### src/hw/rtl/lcbf_pkg.sv
`timescale 1ns / 1ps
`default_nettype none
// ----------------------------------------------------------------------------
// lcbf_pkg: shared definitions for the line-counting byte FIFO
// Word widths, operation and status codes, and the command word that passes
// from the front end to the back end.
// ----------------------------------------------------------------------------
package lcbf_pkg;

    localparam int OPC_W  = 2;
    localparam int BYTE_W = 8;
    localparam int CNT_W  = 7;
    localparam int STAT_W = 3;
    localparam int LVL_W  = 10;

    localparam int STORE_SLOTS_DEF = 1024;
    localparam int MAX_BURST_DEF   = 64;

    localparam logic [OPC_W-1:0] OP_WRITE = 2'd0;
    localparam logic [OPC_W-1:0] OP_READ  = 2'd1;
    localparam logic [OPC_W-1:0] OP_LINE  = 2'd2;

    localparam logic [STAT_W-1:0] ST_GIVEN   = 3'd0;
    localparam logic [STAT_W-1:0] ST_WR_OK   = 3'd1;
    localparam logic [STAT_W-1:0] ST_WR_FULL = 3'd2;
    localparam logic [STAT_W-1:0] ST_EMPTY   = 3'd3;
    localparam logic [STAT_W-1:0] ST_NO_LINE = 3'd4;

    localparam logic [BYTE_W-1:0] NEWLINE_BYTE = 8'd10;

    // One classified operation, count already limited to the burst size.
    typedef struct packed {
        logic [OPC_W-1:0]  op;
        logic [BYTE_W-1:0] data;
        logic [CNT_W-1:0]  count;
    } cmd_t;

endpackage
`default_nettype wire

### src/hw/rtl/lcbf_channels.sv
`timescale 1ns / 1ps
`default_nettype none
// ----------------------------------------------------------------------------
// lcbf channels: request and response handshake interfaces
// Each carries valid, ready and the payload of one word.
// ----------------------------------------------------------------------------
interface lcbf_req_if;
    import lcbf_pkg::*;

    logic              valid;
    logic              ready;
    logic [OPC_W-1:0]  opcode;
    logic [BYTE_W-1:0] write_byte;
    logic [CNT_W-1:0]  count;

    modport source (output valid, output opcode, output write_byte, output count,
                    input ready);
    modport sink   (input valid, input opcode, input write_byte, input count,
                    output ready);
endinterface

`default_nettype wire

### src/hw/rtl/lcbf_front.sv
`timescale 1ns / 1ps
`default_nettype none
// ----------------------------------------------------------------------------
// lcbf_front: request decode
// Accepts request words, drops those that produce no result and limits the
// count to the burst size before handing the command to the queue.
// ----------------------------------------------------------------------------
module lcbf_front #(
    parameter int MAX_BURST = lcbf_pkg::MAX_BURST_DEF
) (
    lcbf_req_if.sink         req,
    input  logic             q_full,
    output logic             q_push,
    output lcbf_pkg::cmd_t   q_cmd
);
    import lcbf_pkg::*;

    localparam logic [CNT_W-1:0] BURST_LIM = CNT_W'(MAX_BURST);

    logic keep;

    assign req.ready = !q_full;

    // Reserved opcodes and zero-length reads give nothing and are dropped here.
    always_comb
    begin
        case (req.opcode)
            OP_WRITE: keep = 1'b1;
            OP_READ:  keep = (req.count != '0);
            OP_LINE:  keep = (req.count != '0);
            default:  keep = 1'b0;
        endcase
    end

    assign q_push      = req.valid && !q_full && keep;
    assign q_cmd.op    = req.opcode;
    assign q_cmd.data  = req.write_byte;
    assign q_cmd.count = (req.count > BURST_LIM) ? BURST_LIM : req.count;

endmodule
`default_nettype wire

### src/flat_wrapper.sv
// flat-port wrapper written by rule: the top's interface ports become plain ports
module lcbf_front_flat import lcbf_pkg::*;
#(
    parameter int MAX_BURST = lcbf_pkg::MAX_BURST_DEF
)
  (q_full, q_push, q_cmd, req_valid, req_opcode, req_write_byte, req_count, req_ready);
  lcbf_req_if req_i ();
  input  logic q_full;
  output logic q_push;
  output lcbf_pkg::cmd_t q_cmd;
  input wire logic [$bits(req_i.valid)-1:0] req_valid;
  input wire logic [$bits(req_i.opcode)-1:0] req_opcode;
  input wire logic [$bits(req_i.write_byte)-1:0] req_write_byte;
  input wire logic [$bits(req_i.count)-1:0] req_count;
  output wire logic [$bits(req_i.ready)-1:0] req_ready;
  assign req_i.valid = req_valid;
  assign req_i.opcode = req_opcode;
  assign req_i.write_byte = req_write_byte;
  assign req_i.count = req_count;
  assign req_ready = req_i.ready;
  lcbf_front #(.MAX_BURST(MAX_BURST)) u_core (.req(req_i), .q_full(q_full), .q_push(q_push), .q_cmd(q_cmd));
endmodule
### config.mk
export PLATFORM = sky130hd
export DESIGN_NAME = lcbf_front_flat
export DESIGN_NICKNAME = d
export VERILOG_FILES = /design/src/hw/rtl/lcbf_pkg.sv /design/src/hw/rtl/lcbf_channels.sv /design/src/hw/rtl/lcbf_front.sv /design/src/flat_wrapper.sv
export SDC_FILE = /design/constraint.sdc
export NUM_CORES = 1
export LEC_CHECK = 0
export ABC_AREA = 1
export BUFFER_PORTS_ARGS = -buffer_cell sky130_fd_sc_hd__clkbuf_2
export CAP_MARGIN = 20
export CORE_AREA = 2 2 39 41
export DETAILED_ROUTE_END_ITERATION = 8
export DIE_AREA = 0 0 41 43
export GPL_ROUTABILITY_DRIVEN = 1
export SYNTH_ARGS = -nofsm -noshare
export SYNTH_HDL_FRONTEND = slang
export SYNTH_SLANG_ARGS = --single-unit
### constraint.sdc
create_clock -name vclk -period 0.8
set_clock_uncertainty 0.2 [all_clocks]
set_input_delay 0.12 -clock vclk [all_inputs]
set_output_delay 0.12 -clock vclk [all_outputs]
set_load 0.05 [all_outputs]
==> summary.txt <==
Finish
  • Seq Cell Count: 0
  • Clock buffer count: 0
  • Area grow syn2layout: 174%
  • Final Util: 45.3%
  • Non-filler cells, final: 73
  • Most frequent cells in the layout: 10 x nor2_4, 7 x buf_8, 6 x inv_1, 6 x clkbuf_2
  • N_diodes: 0
  • Final net count: 80
  • Commonest non-fill, non-tap cell in the layout: nor2_4
  • FF/Latch Area: 0 um2
  • Share of layout cells above drive strength 1: 86.0%

STA
  • Fin. max-slew vios: 0
  • Period Utilization, post-route: 147%
  • Max Fclk: 848 MHz
  • Post-layout minimum cycle time: 1.18 ns
  • Final setup viols: 8
  • Final TNS setup: -1.92 ns
  • Actual slew at the worst max-slew pin: 0.158 ns
  • Worst setup margin: -0.379 ns
  • Final hold violations: 0
  • Unrepaired setup endpoints after global routing: true
  • Slew HR: 89.5%

Worst setup path
  • Critical path's top delay family: buffers and inverters
  • Arrival time worst endpoint: ~0.86 ns
  • Critical Path End Type: output port
  • Slowest-stage cell, CP: ha_4
  • Bufs and invs on worst path: 3
  • CP max FO: 3
  • Startpoint type of the worst setup path: input port
  • CP Cell Sequence: clkbuf_16 > inv_8 > ha_4 > o21ai_4 > a21oi_4 > buf_8
  • Max stage delay on crit path: ~0.26 ns
  • Setup CP Type: input port to output port
  • Worst path depth: 6
  • Required @ worst endpoint: 0.48 ns

Logic synthesis
  • Post-synthesis cell count: between 40 and 50
  • Mapped Nets: 63
  • Syn avg cell area: 5.45 um2
  • Cell Area, Synth: ~230 um2
  • Ys Warns: 0
  • Seq/Total Area, Yosys: 0%
  • Synth cell types: 11

Floorplan
  • Core area: approximately 1400 um2
  • Chip width: 41 um
  • Total die area: 1760 um2
  • Die height: 43 um
  • Starting density of the core: between 10% and 20%
  • # rows: 14
  • Number of I/O pins: 38

Power
  • LEAKAGE: between 0.0002 and 0.0003 uW
  • Sw Pwr: 225 uW
  • VDD IR-drop max: 0.273 mV
  • Reg power frac: 0%
  • Internal: 193 uW
  • Clock power frac: 0%
  • Sw Ratio: 53.9%
  • Combinational cell fraction of total power: 100.0%
  • P per Cell Area: ~670 nW/um2

Clock tree
  • # Post-CTS Setup Buffers: 0
  • Hold_buf cts: 0

Place
  • Final Wtd Congestion: 0.544
  • Placed instance count: 73
  • I/O Buffers: 22
  • Hpwl dp: 489 um

Global routing
  • First-pass GRT wire length: 1.00 mm
  • Vias in the first global route: 280
  • Initial antenna violation count: 0
  • Total gr overflow: 0
  • Total GRT Usage: approximately 7.7%
  • Largest net degree at the start of global routing: 5

Worst hold path
  • Hold Crit Class: input port to output port
  • Number of cells on the worst hold path: 0

Run status
  • Status: finished with violations
  • Violations in the final reports: setup timing

Flow run
  • Max-cap violations: 0

Routing
  • Post-DRT Antenna Nets: 0
  • DRT iter0 DRCs: 0
  • Routed wire per std cell: 8.92 um
  • DRC viols: 0
  • DRT Pass-1 Iters: 1
  • Final WL: approximately 650 um
  • Vias after detailed routing: 267
  • Routed vias/inst: 3.66
## cell usage after synthesis (all sizes together)
cell type	number	area, um2
clkbuf	1	3.75
inv	12	45.0
nor2	10	50.1
ha	2	25.0
nand3	1	5.00
o21ai	1	5.00
buf	10	75.1
a21oi	1	5.00
nand2	4	15.0
## power by group through the flow
stage	combinational (uW)	clock [uW]	sequential, uW
detailed placement	310	0	0
CTS	394	0	0
finish	418	0	0
global route	441	0	0
global placement	308	0	0
floorplan	322	0	0
## final timing paths
check,start,to,slack [ns]
setup / recovery,req_opcode[0],q_push,-0.38
hold / removal,req_write_byte[3],q_cmd[10],0.04
## final cells by class
type	count	area, um2
Timing Repair Buffer	26	322
Multi-Input combinational cell	19	225
Tap cell	16	20.0
Inverter	12	60.1
Fill cell	134	757
## metrics by stage
| stage | cell area, um2 | setup WS (ns) | total power [uW] | hold slack [ns] |
|---|---|---|---|---|
| after floorplan | 335 | -0.302 | 322 | 0.0988 |
| after global placement | 430 | -0.558 | 308 | 0.0404 |
| after detailed placement | 430 | -0.574 | 310 | 0.0404 |
| after CTS | 604 | -0.411 | 394 | 0.0404 |
| after global routing | 627 | -0.402 | 441 | 0.0401 |
| final | 627 | -0.379 | 418 | 0.0400 |
## kinds of logic (layout without fill, tap and decap cells)
logic type	after synthesis	in the layout	share of synthesized area (%)
compound gates	2	2	4.37
fa+ha+maj	2	2	10.9
buf+inv	23	38	54.1
simple gates	15	15	30.6
## layer usage
layer | track usage (%) | part of all wire [%]
met2 | 14.4 | 54
met5 | 0 | 0
met3 | 1.57 | 14
met1 | 8.23 | 31
met4 | 1.33 | 0
## repair_timing
| action | in CTS | in global routing |
|---|---|---|
| pin swaps | 11 | 5 |
| endpoints found under the setup margin | 11 | 9 |
| gates resized for setup | 34 | 14 |
Power figures use the tool's default switching activity.
