### src/hw/rtl/lcbf_pkg.sv
`timescale 1ns / 1ps
`default_nettype none
// ----------------------------------------------------------------------------
// lcbf_pkg: shared definitions for the line-counting byte FIFO
// Word widths, operation and status codes, and the command word that passes
// from the front end to the back end.
// ----------------------------------------------------------------------------
package lcbf_pkg;

    localparam int OPC_W  = 2;
    localparam int BYTE_W = 8;
    localparam int CNT_W  = 7;
    localparam int STAT_W = 3;
    localparam int LVL_W  = 10;

    localparam int STORE_SLOTS_DEF = 1024;
    localparam int MAX_BURST_DEF   = 64;

    localparam logic [OPC_W-1:0] OP_WRITE = 2'd0;
    localparam logic [OPC_W-1:0] OP_READ  = 2'd1;
    localparam logic [OPC_W-1:0] OP_LINE  = 2'd2;

    localparam logic [STAT_W-1:0] ST_GIVEN   = 3'd0;
    localparam logic [STAT_W-1:0] ST_WR_OK   = 3'd1;
    localparam logic [STAT_W-1:0] ST_WR_FULL = 3'd2;
    localparam logic [STAT_W-1:0] ST_EMPTY   = 3'd3;
    localparam logic [STAT_W-1:0] ST_NO_LINE = 3'd4;

    localparam logic [BYTE_W-1:0] NEWLINE_BYTE = 8'd10;

    // One classified operation, count already limited to the burst size.
    typedef struct packed {
        logic [OPC_W-1:0]  op;
        logic [BYTE_W-1:0] data;
        logic [CNT_W-1:0]  count;
    } cmd_t;

endpackage
`default_nettype wire

### src/hw/rtl/lcbf_cmd_queue.sv
`timescale 1ns / 1ps
`default_nettype none
// ----------------------------------------------------------------------------
// lcbf_cmd_queue: two-entry command queue
// Decouples request decode from the store sequencer.
// ----------------------------------------------------------------------------
module lcbf_cmd_queue (
    input  logic           clk,
    input  logic           rst_n,
    input  logic           push,
    input  lcbf_pkg::cmd_t push_cmd,
    output logic           full,
    input  logic           pop,
    output logic           head_valid,
    output lcbf_pkg::cmd_t head_cmd
);
    import lcbf_pkg::*;

    cmd_t       slot_reg [2];
    logic       wr_ptr_reg, wr_ptr_next;
    logic       rd_ptr_reg, rd_ptr_next;
    logic [1:0] used_reg, used_next;
    logic       do_push, do_pop;

    assign full       = (used_reg == 2'd2);
    assign head_valid = (used_reg != 2'd0);
    assign head_cmd   = slot_reg[rd_ptr_reg];
    assign do_push    = push && !full;
    assign do_pop     = pop && head_valid;

    always_comb
    begin
        wr_ptr_next = do_push ? !wr_ptr_reg : wr_ptr_reg;
        rd_ptr_next = do_pop ? !rd_ptr_reg : rd_ptr_reg;
        used_next   = used_reg + {1'b0, do_push} - {1'b0, do_pop};
    end

    always_ff @(posedge clk or negedge rst_n)
    begin
        if (!rst_n)
        begin
            wr_ptr_reg <= 1'b0;
            rd_ptr_reg <= 1'b0;
            used_reg   <= 2'd0;
        end
        else
        begin
            wr_ptr_reg <= wr_ptr_next;
            rd_ptr_reg <= rd_ptr_next;
            used_reg   <= used_next;
        end
    end

    always_ff @(posedge clk)
    begin
        if (do_push)
        begin
            slot_reg[wr_ptr_reg] <= push_cmd;
        end
    end

endmodule
`default_nettype wire

### config.mk
export PLATFORM = sky130hd
export DESIGN_NAME = lcbf_cmd_queue
export DESIGN_NICKNAME = d
export VERILOG_FILES = /design/src/hw/rtl/lcbf_pkg.sv /design/src/hw/rtl/lcbf_cmd_queue.sv
export SDC_FILE = /design/constraint.sdc
export NUM_CORES = 1
export LEC_CHECK = 0
export BUFFER_PORTS_ARGS = -buffer_cell sky130_fd_sc_hd__buf_2
export CAP_MARGIN = 30
export CELL_PAD_IN_SITES_DETAIL_PLACEMENT = 1
export CELL_PAD_IN_SITES_GLOBAL_PLACEMENT = 2
export CORE_ASPECT_RATIO = 1.25
export CORE_MARGIN = 4
export CORE_UTILIZATION = 36
export DETAILED_ROUTE_END_ITERATION = 12
export GPL_TIMING_DRIVEN = 0
export HOLD_SLACK_MARGIN = 0.05
export MAX_ROUTING_LAYER = met4
export PLACE_DENSITY = 0.77
export REMOVE_ABC_BUFFERS = 1
export SKIP_CTS_REPAIR_TIMING = 1
export SLEW_MARGIN = 20
export SYNTH_ARGS = -nofsm -noshare
export SYNTH_HDL_FRONTEND = slang
export SYNTH_SLANG_ARGS = --single-unit
### constraint.sdc
create_clock -name clk -period 1.93 [get_ports clk]
set_input_delay 0.193 -clock clk [delete_from_list [all_inputs] [get_ports clk]]
set_output_delay 0.193 -clock clk [all_outputs]
set_load 0.05 [all_outputs]
==> results.txt, run 1 <==
----------------------------------------------------
[Route]
  Routed length per instance ... 15.0 µm
  Per-cell via count in the routed design ... 4.28
  Number of detailed-routing iterations run before antenna repair ... 2
  Count of antenna-violating nets left after detailed routing ... 0
  DRC marker count from the first detailed-route iteration ... 6
  DR vias ... 741
  Number of DRC violations after detailed routing ... 0
  Post-Route WL ... 2590 µm

[Layout]
  Proportion of layout cells with a drive suffix above 1 ... 0.487
  Final #Nets ... 141
  Top library cells by usage in the layout, fill and taps aside ... sky130_fd_sc_hd__buf_2, sky130_fd_sc_hd__edfxtp_1, sky130_fd_sc_hd__mux2_4
  Most common cell after layout, fill and taps aside ... sky130_fd_sc_hd__buf_2
  Count of antenna diodes in the layout ... 0
  Layout overhead on the synthesized area ... 25.3%
  Largest register FFs ... 34
  Filler Cells Inserted ... 422

[Yosys]
  Flip-flop and latch count after synthesis ... 38
  Synthesized area divided by synthesized cell count ... 20.7 µm²
  Synthesis Warnings ... 0
  Count of unique library cells instantiated by Yosys ... 15
  Post-Synthesis Cells ... 71
  Proportion of synthesized chip area in sequential cells ... 0.762
  Total standard cell area after synthesis ... 1470 µm²

[Setup path]
  Endpoint type of the worst setup path ... output pin
  WP data required ... 1740 ps
  Crit path max-delay family ... flip-flops
  Worst path cell trace ... buf_16 > mux2_1 > buf_2
  Slowest CP cell ... sky130_fd_sc_hd__dfrtp_1
  Worst setup path startpoint ... rd_ptr_reg$_DFFE_PN0P_
  Critical path startpoint category ... flop
  Largest fanout of any net on the critical path ... 13
  Start-to-end type of the worst setup path ... flop to output pin
  Arr. time, crit path ... 1620 ps
  Start of the worst register-to-register path ... used_reg[1]$_DFF_PN0_
  Largest incremental delay on the critical path ... 580 ps
  Number of buffer and inverter stages on the critical path ... 2

[CTS]
  Root buffer selected by CTS ... sky130_fd_sc_hd__clkbuf_8
  TritonCTS clock tree ... yes
  Clock latency at the later pin of the worst-skew pair ... 280 ps
  H-tree depth ... 2
  Number of buffers on the longest clock path ... 2
  Sinks on the clock net ... 38
  Clk slew on worst S/H paths ... 70 ps
  CTS Buf Count ... 5

[Die]
  Standard-cell rows ... 25
  Die Wd ... 65.2 µm
  I/O pin count ... 40
  Starting density of the core ... 0.379
  Die area ... 5180 µm²
  Core area ... 3880 µm²
  Chip Height ... 79.5 µm

[GRT]
  Global-route wire length before repair ... 4150 µm
  Total routing resource utilization after global routing ... 0.113
  Total overflow reported by the global router ... 0
  Pin count of the biggest net entering global routing ... 19
  Vias in the first global route ... 844
  Antenna violations before repair ... 0

[STA]
  Summed negative setup slack over all endpoints ... 0 ps
  Hold violation total from the final report ... 0
  Final Setup Violations ... 0
  Fin. max-slew vios ... 0
  Post-layout min period ... 1810 ps
  Final worst path period share ... 0.938
  Setup clock skew after layout ... 5.05 ps
  Maximum achievable frequency ... 552 MHz
  RSZ-0062 raised after global routing ... false
  Relative slew slack ... 0.439
  Slew @ Worst Pin ... 841 ps

[Pwr]
  Total power consumption of the routed design ... 3230 µW
  Switching share of total power ... 0.419
  Power Internal ... 1880 µW
  Net switching power of the design ... 1350 µW
  Total power per unit cell area ... 1750 nW/µm²
  Proportion of power drawn by flip-flops and latches ... 0.384
  Clock group share of total power ... 0.155
  Leakage ... 0.000746 µW
  Part of the total power dissipated in combinational logic ... 0.461
  Worst vdd ir ... 0.768 mV

[Placed design]
  Global placement routability congestion ... 0.604
  Hpwl dp ... 1880 µm
  Number of buffer cells added on primary ports ... 39

[Hold path]
  Worst Min Path Start ... push_cmd[16]
  Type of the tightest min-delay check ... input port to flop

[Run]
  Max-cap viol count ... 0

[Outcome]
  Outcome ... finished, final reports clean

----------------------------------------------------
-- synthesized netlist by cell type --
master	number	area [µm²]
sky130_fd_sc_hd__ha_1	2	25.0
sky130_fd_sc_hd__xnor2_1	3	26.3
sky130_fd_sc_hd__buf_6	2	22.5
sky130_fd_sc_hd__nand2_1	1	3.75
sky130_fd_sc_hd__dfrtp_1	4	100
sky130_fd_sc_hd__mux2_4	9	135
sky130_fd_sc_hd__mux2_1	8	90.1
sky130_fd_sc_hd__xor2_1	1	8.76
sky130_fd_sc_hd__and2_4	1	8.76
sky130_fd_sc_hd__nand2b_1	1	6.26
sky130_fd_sc_hd__inv_1	2	7.51
sky130_fd_sc_hd__nor2_1	1	3.75
sky130_fd_sc_hd__or2_1	1	6.26
sky130_fd_sc_hd__edfxtp_1	34	1020
sky130_fd_sc_hd__and3_1	1	6.26
-- through the flow --
step / instance area, µm² / utilization / hold slack (ps) / setup WS, ps / cells
6_report: 1840 / 0.475 / 96.7 / 120 / 173
3_3_place_gp: 1710 / 0.441 / 1.35 / -226 / 162
3_5_place_dp: 1730 / 0.445 / 7.04 / 141 / 163
4_1_cts: 1810 / 0.466 / -305 / -179 / 171
2_1_floorplan: 1450 / - / -103 / 41.7 / 69
5_1_grt: 1840 / 0.475 / 75.9 / 38.2 / 173
-- logic make-up after synthesis --
logic type,Yosys count,synth area share
xor+xnor,4,0.0238
fa+ha+maj,2,0.0170
simple gates,6,0.0238
mux,17,0.153
buf+inv,4,0.0204
flops,38,0.762
-- power groups by stage --
stage | clock network (µW) | logic [µW] | registers, µW
after floorplan | 0 | 1110 | 1260
after global placement | 0 | 1340 | 1300
after detailed placement | 0 | 1390 | 1320
after CTS | 521 | 1400 | 1300
after global routing | 558 | 1580 | 1260
final | 502 | 1490 | 1240
-- layout make-up --
class	count	area (µm²)	area share
Sequential cell	38	1120	0.608
Clock inverter	2	8.76	0.00475
Tap cell	54	67.6	0.0366
Clock buffer	6	72.6	0.0393
Inverter	2	7.51	0.00407
Timing Repair Buffer	42	244	0.132
Multi-Input combinational cell	29	323	0.175
-- final timing paths --
path / end / slack (ps) / cells past startpoint
min in group asynchronous: wr_ptr_reg$_DFFE_PN0N_ / 250 / 2
hold reg to reg: wr_ptr_reg$_DFFE_PN0N_ / 520 / 1
hold / removal: slot_reg[1][16]$_DFFE_PP_ / 100 / 1
setup reg to reg: used_reg[1]$_DFF_PN0_ / 200 / 7
max in group asynchronous: used_reg[1]$_DFF_PN0_ / 1560 / 2
setup / recovery: head_cmd[6] / 120 / 3
-- metal layers --
layer  track usage  vias to the layer above  share of wire  routed length, µm
li1              -                      357              -                  -
met1         0.114                      353           0.36                930
met2         0.203                       28           0.57               1470
met3        0.0437                        3          0.062                160
met4        0.0311                        0         0.0097                 25
met5             -                        -              0                  0
Power figures use the tool's default switching activity.
==> run 2: changes to the inputs <==
--- a/config.mk
+++ b/config.mk
@@ -13,11 +13,11 @@
 export CORE_MARGIN = 4
 export CORE_UTILIZATION = 36
 export DETAILED_ROUTE_END_ITERATION = 12
-export GPL_TIMING_DRIVEN = 0
 export HOLD_SLACK_MARGIN = 0.05
 export MAX_ROUTING_LAYER = met4
 export PLACE_DENSITY = 0.77
 export REMOVE_ABC_BUFFERS = 1
+export SETUP_SLACK_MARGIN = 0.4
 export SKIP_CTS_REPAIR_TIMING = 1
 export SLEW_MARGIN = 20
 export SYNTH_ARGS = -nofsm -noshare
==> results.txt, run 2 (same netlist as run 1, synthesis figures left out) <==
----------------------------------------------------
[Outcome]
  Outcome ... finished, final reports clean

[Route]
  Post-Route WL ... 2810 µm (+8.4%)
  Routed length per instance ... 15.4 µm (+3.1%)
  Per-cell via count in the routed design ... 4.40 (+2.8%)
  DR vias ... 801 (+8.1%)
  DRC marker count from the first detailed-route iteration ... 12 (+6)
  Number of detailed-routing iterations run before antenna repair ... 2 (unchanged)
  Count of antenna-violating nets left after detailed routing ... 0 (unchanged)
  Number of DRC violations after detailed routing ... 0 (unchanged)

[STA]
  Summed negative setup slack over all endpoints ... 0 ps (unchanged)
  Final worst path period share ... 0.868 (-0.0704)
  Relative slew slack ... 0.773 (+0.334)
  RSZ-0062 raised after global routing ... true
  Maximum achievable frequency ... 597 MHz (+8.1%)
  Setup clock skew after layout ... 1.22 ps (-3.83 ps)
  Post-layout min period ... 1670 ps (-136 ps)
  Final Setup Violations ... 0 (unchanged)
  Fin. max-slew vios ... 0 (unchanged)
  Slew @ Worst Pin ... 341 ps (-501 ps)
  Hold violation total from the final report ... 0 (unchanged)

[Setup path]
  Worst setup path startpoint ... used_reg[0]$_DFF_PN0_
  Critical path startpoint category ... flop
  Arr. time, crit path ... 1880 ps (+260 ps)
  WP data required ... 2130 ps (+390 ps)
  Start of the worst register-to-register path ... used_reg[0]$_DFF_PN0_
  Endpoint type of the worst setup path ... flop
  Crit path max-delay family ... adder cells
  Most frequent cell on the critical path ... sky130_fd_sc_hd__ha_4
  Start-to-end type of the worst setup path ... flop to flop
  Minimum setup slack among reg-to-reg paths ... 260 ps (+60 ps)
  Crit path depth ... 7 (+4)
  Number of buffer and inverter stages on the critical path ... 1 (-1)
  Slowest CP cell ... sky130_fd_sc_hd__dfrtp_1
  Largest incremental delay on the critical path ... 400 ps (-180 ps)
  Largest fanout of any net on the critical path ... 3 (-10)
  Worst path cell trace ... or2_1 > and2_4 > ha_4 > inv_2 > ha_4 > xnor2_2 > xnor2_1
  Length in cells of the worst reg-to-reg path ... 7 (unchanged)

[Layout]
  Most common cell after layout, fill and taps aside ... sky130_fd_sc_hd__edfxtp_1
  Layout overhead on the synthesized area ... 45.8%
  Proportion of layout cells with a drive suffix above 1 ... 0.633 (+0.145)
  Count of antenna diodes in the layout ... 0 (unchanged)
  Largest register FFs ... 34 (unchanged)
  Top library cells by usage in the layout, fill and taps aside ... sky130_fd_sc_hd__edfxtp_1, sky130_fd_sc_hd__buf_2, sky130_fd_sc_hd__mux2_4
  Final #Nets ... 150 (+6.4%)
  Design Area, Final ... 2150 µm² (+16%)

[Placed design]
  Hpwl dp ... 1820 µm (-3.0%)
  Number of buffer cells added on primary ports ... 39 (unchanged)
  Global placement routability congestion ... 0.603 (-0.17%)
  Placement Cell Area ... 1770 µm² (+2.8%)

[Die]
  Chip Height ... 79.5 µm (unchanged)
  Core area ... 3880 µm² (unchanged)
  I/O pin count ... 40 (unchanged)
  Starting density of the core ... 0.379 (unchanged)
  Standard-cell rows ... 25 (unchanged)
  Die Wd ... 65.2 µm (unchanged)
  Die area ... 5180 µm² (unchanged)

[Pwr]
  Worst vdd ir ... 0.806 mV (+5.0%)
  Total power per unit cell area ... 1820 nW/µm² (+3.8%)
  Leakage ... 0.000883 µW (+18%)
  Total power consumption of the routed design ... 3900 µW (+21%)

[CTS]
  Clock latency at the later pin of the worst-skew pair ... 280 ps (about the same)
  Clk slew on worst S/H paths ... 70 ps (about the same)
  TritonCTS clock tree ... yes
  Number of buffers on the longest clock path ... 2 (unchanged)
  Sinks on the clock net ... 38 (unchanged)
  CTS Buf Count ... 5 (unchanged)
  Root buffer selected by CTS ... sky130_fd_sc_hd__clkbuf_8
  H-tree depth ... 2 (unchanged)

[GRT]
  Global-route wire length before repair ... 3960 µm (-4.6%)
  Total overflow reported by the global router ... 0 (unchanged)
  Antenna violations before repair ... 0 (unchanged)
  Pin count of the biggest net entering global routing ... 16 (-3)
  Vias in the first global route ... 837 (-0.83%)
  Total routing resource utilization after global routing ... 0.106 (-0.00741)

[Hold path]
  Type of the tightest min-delay check ... input port to flop
  WHS Path Cells ... 1 (unchanged)
  Worst Min Path Start ... push_cmd[7]

[Run]
  Max-cap viol count ... 0 (unchanged)

----------------------------------------------------
-- run 2: changes by cell type in the layout (fill, tap and decap cells not counted), sizes merged --
cell | before | now
buf | 41 | 49
clkbuf | 6 | 8
clkinv | 2 | 1
-- run 2: layout make-up --
class | count | area, µm²
clock buffer | 7 | 76.3
tap | 54 | 67.6
multi-input combinational | 29 | 400
inverter | 2 | 7.51
fill | 390 | 1730
sequential | 38 | 1120
clock inverter | 1 | 3.75
timing repair buffer | 51 | 468
-- run 2: worst paths after layout --
kind | to
worst min-delay path | slot_reg[0][7]$_DFFE_PP_
max in group asynchronous | rd_ptr_reg$_DFFE_PN0P_
worst max register to register | used_reg[1]$_DFF_PN0_
worst min register to register | wr_ptr_reg$_DFFE_PN0N_
min in group asynchronous | used_reg[0]$_DFF_PN0_
worst max-delay path | used_reg[1]$_DFF_PN0_
-- run 2: worst register-to-register path, delay by kind of cell (launching register included) --
kind	cells	cell delay (ps)
buffers and inverters	1	40
adder cells (fa/ha/maj)	2	420
AND/OR/NAND/NOR	2	410
XOR/XNOR	2	330
flip-flops	1	400
-- run 2: per-layer routing --
metal / vias to the layer above / global-route usage / share of wire
met5: - / - / 0
met4: 0 / 0.0311 / 0.022
met3: 8 / 0.0479 / 0.068
met2: 32 / 0.176 / 0.53
met1: 381 / 0.113 / 0.38
li1: 380 / - / -
-- run 2: report_power, final --
| group | total [µW] | switching, µW | internal [µW] |
|---|---|---|---|
| Sequential | 1230 | 92.6 | 1140 |
| Combinational | 2160 | 1160 | 1000 |
| Clock | 505 | 254 | 251 |
-- run 2: stage by stage --
step	setup slack (ps)	hold WS, ps	std cells	utilization
finish	255	97.2	182	0.553
global route	198	81.7	182	0.553
CTS	155	-302	173	0.478
detailed placement	179	2.81	165	0.457
global placement	311	0.245	165	0.457
floorplan	41.7	-103	69	-
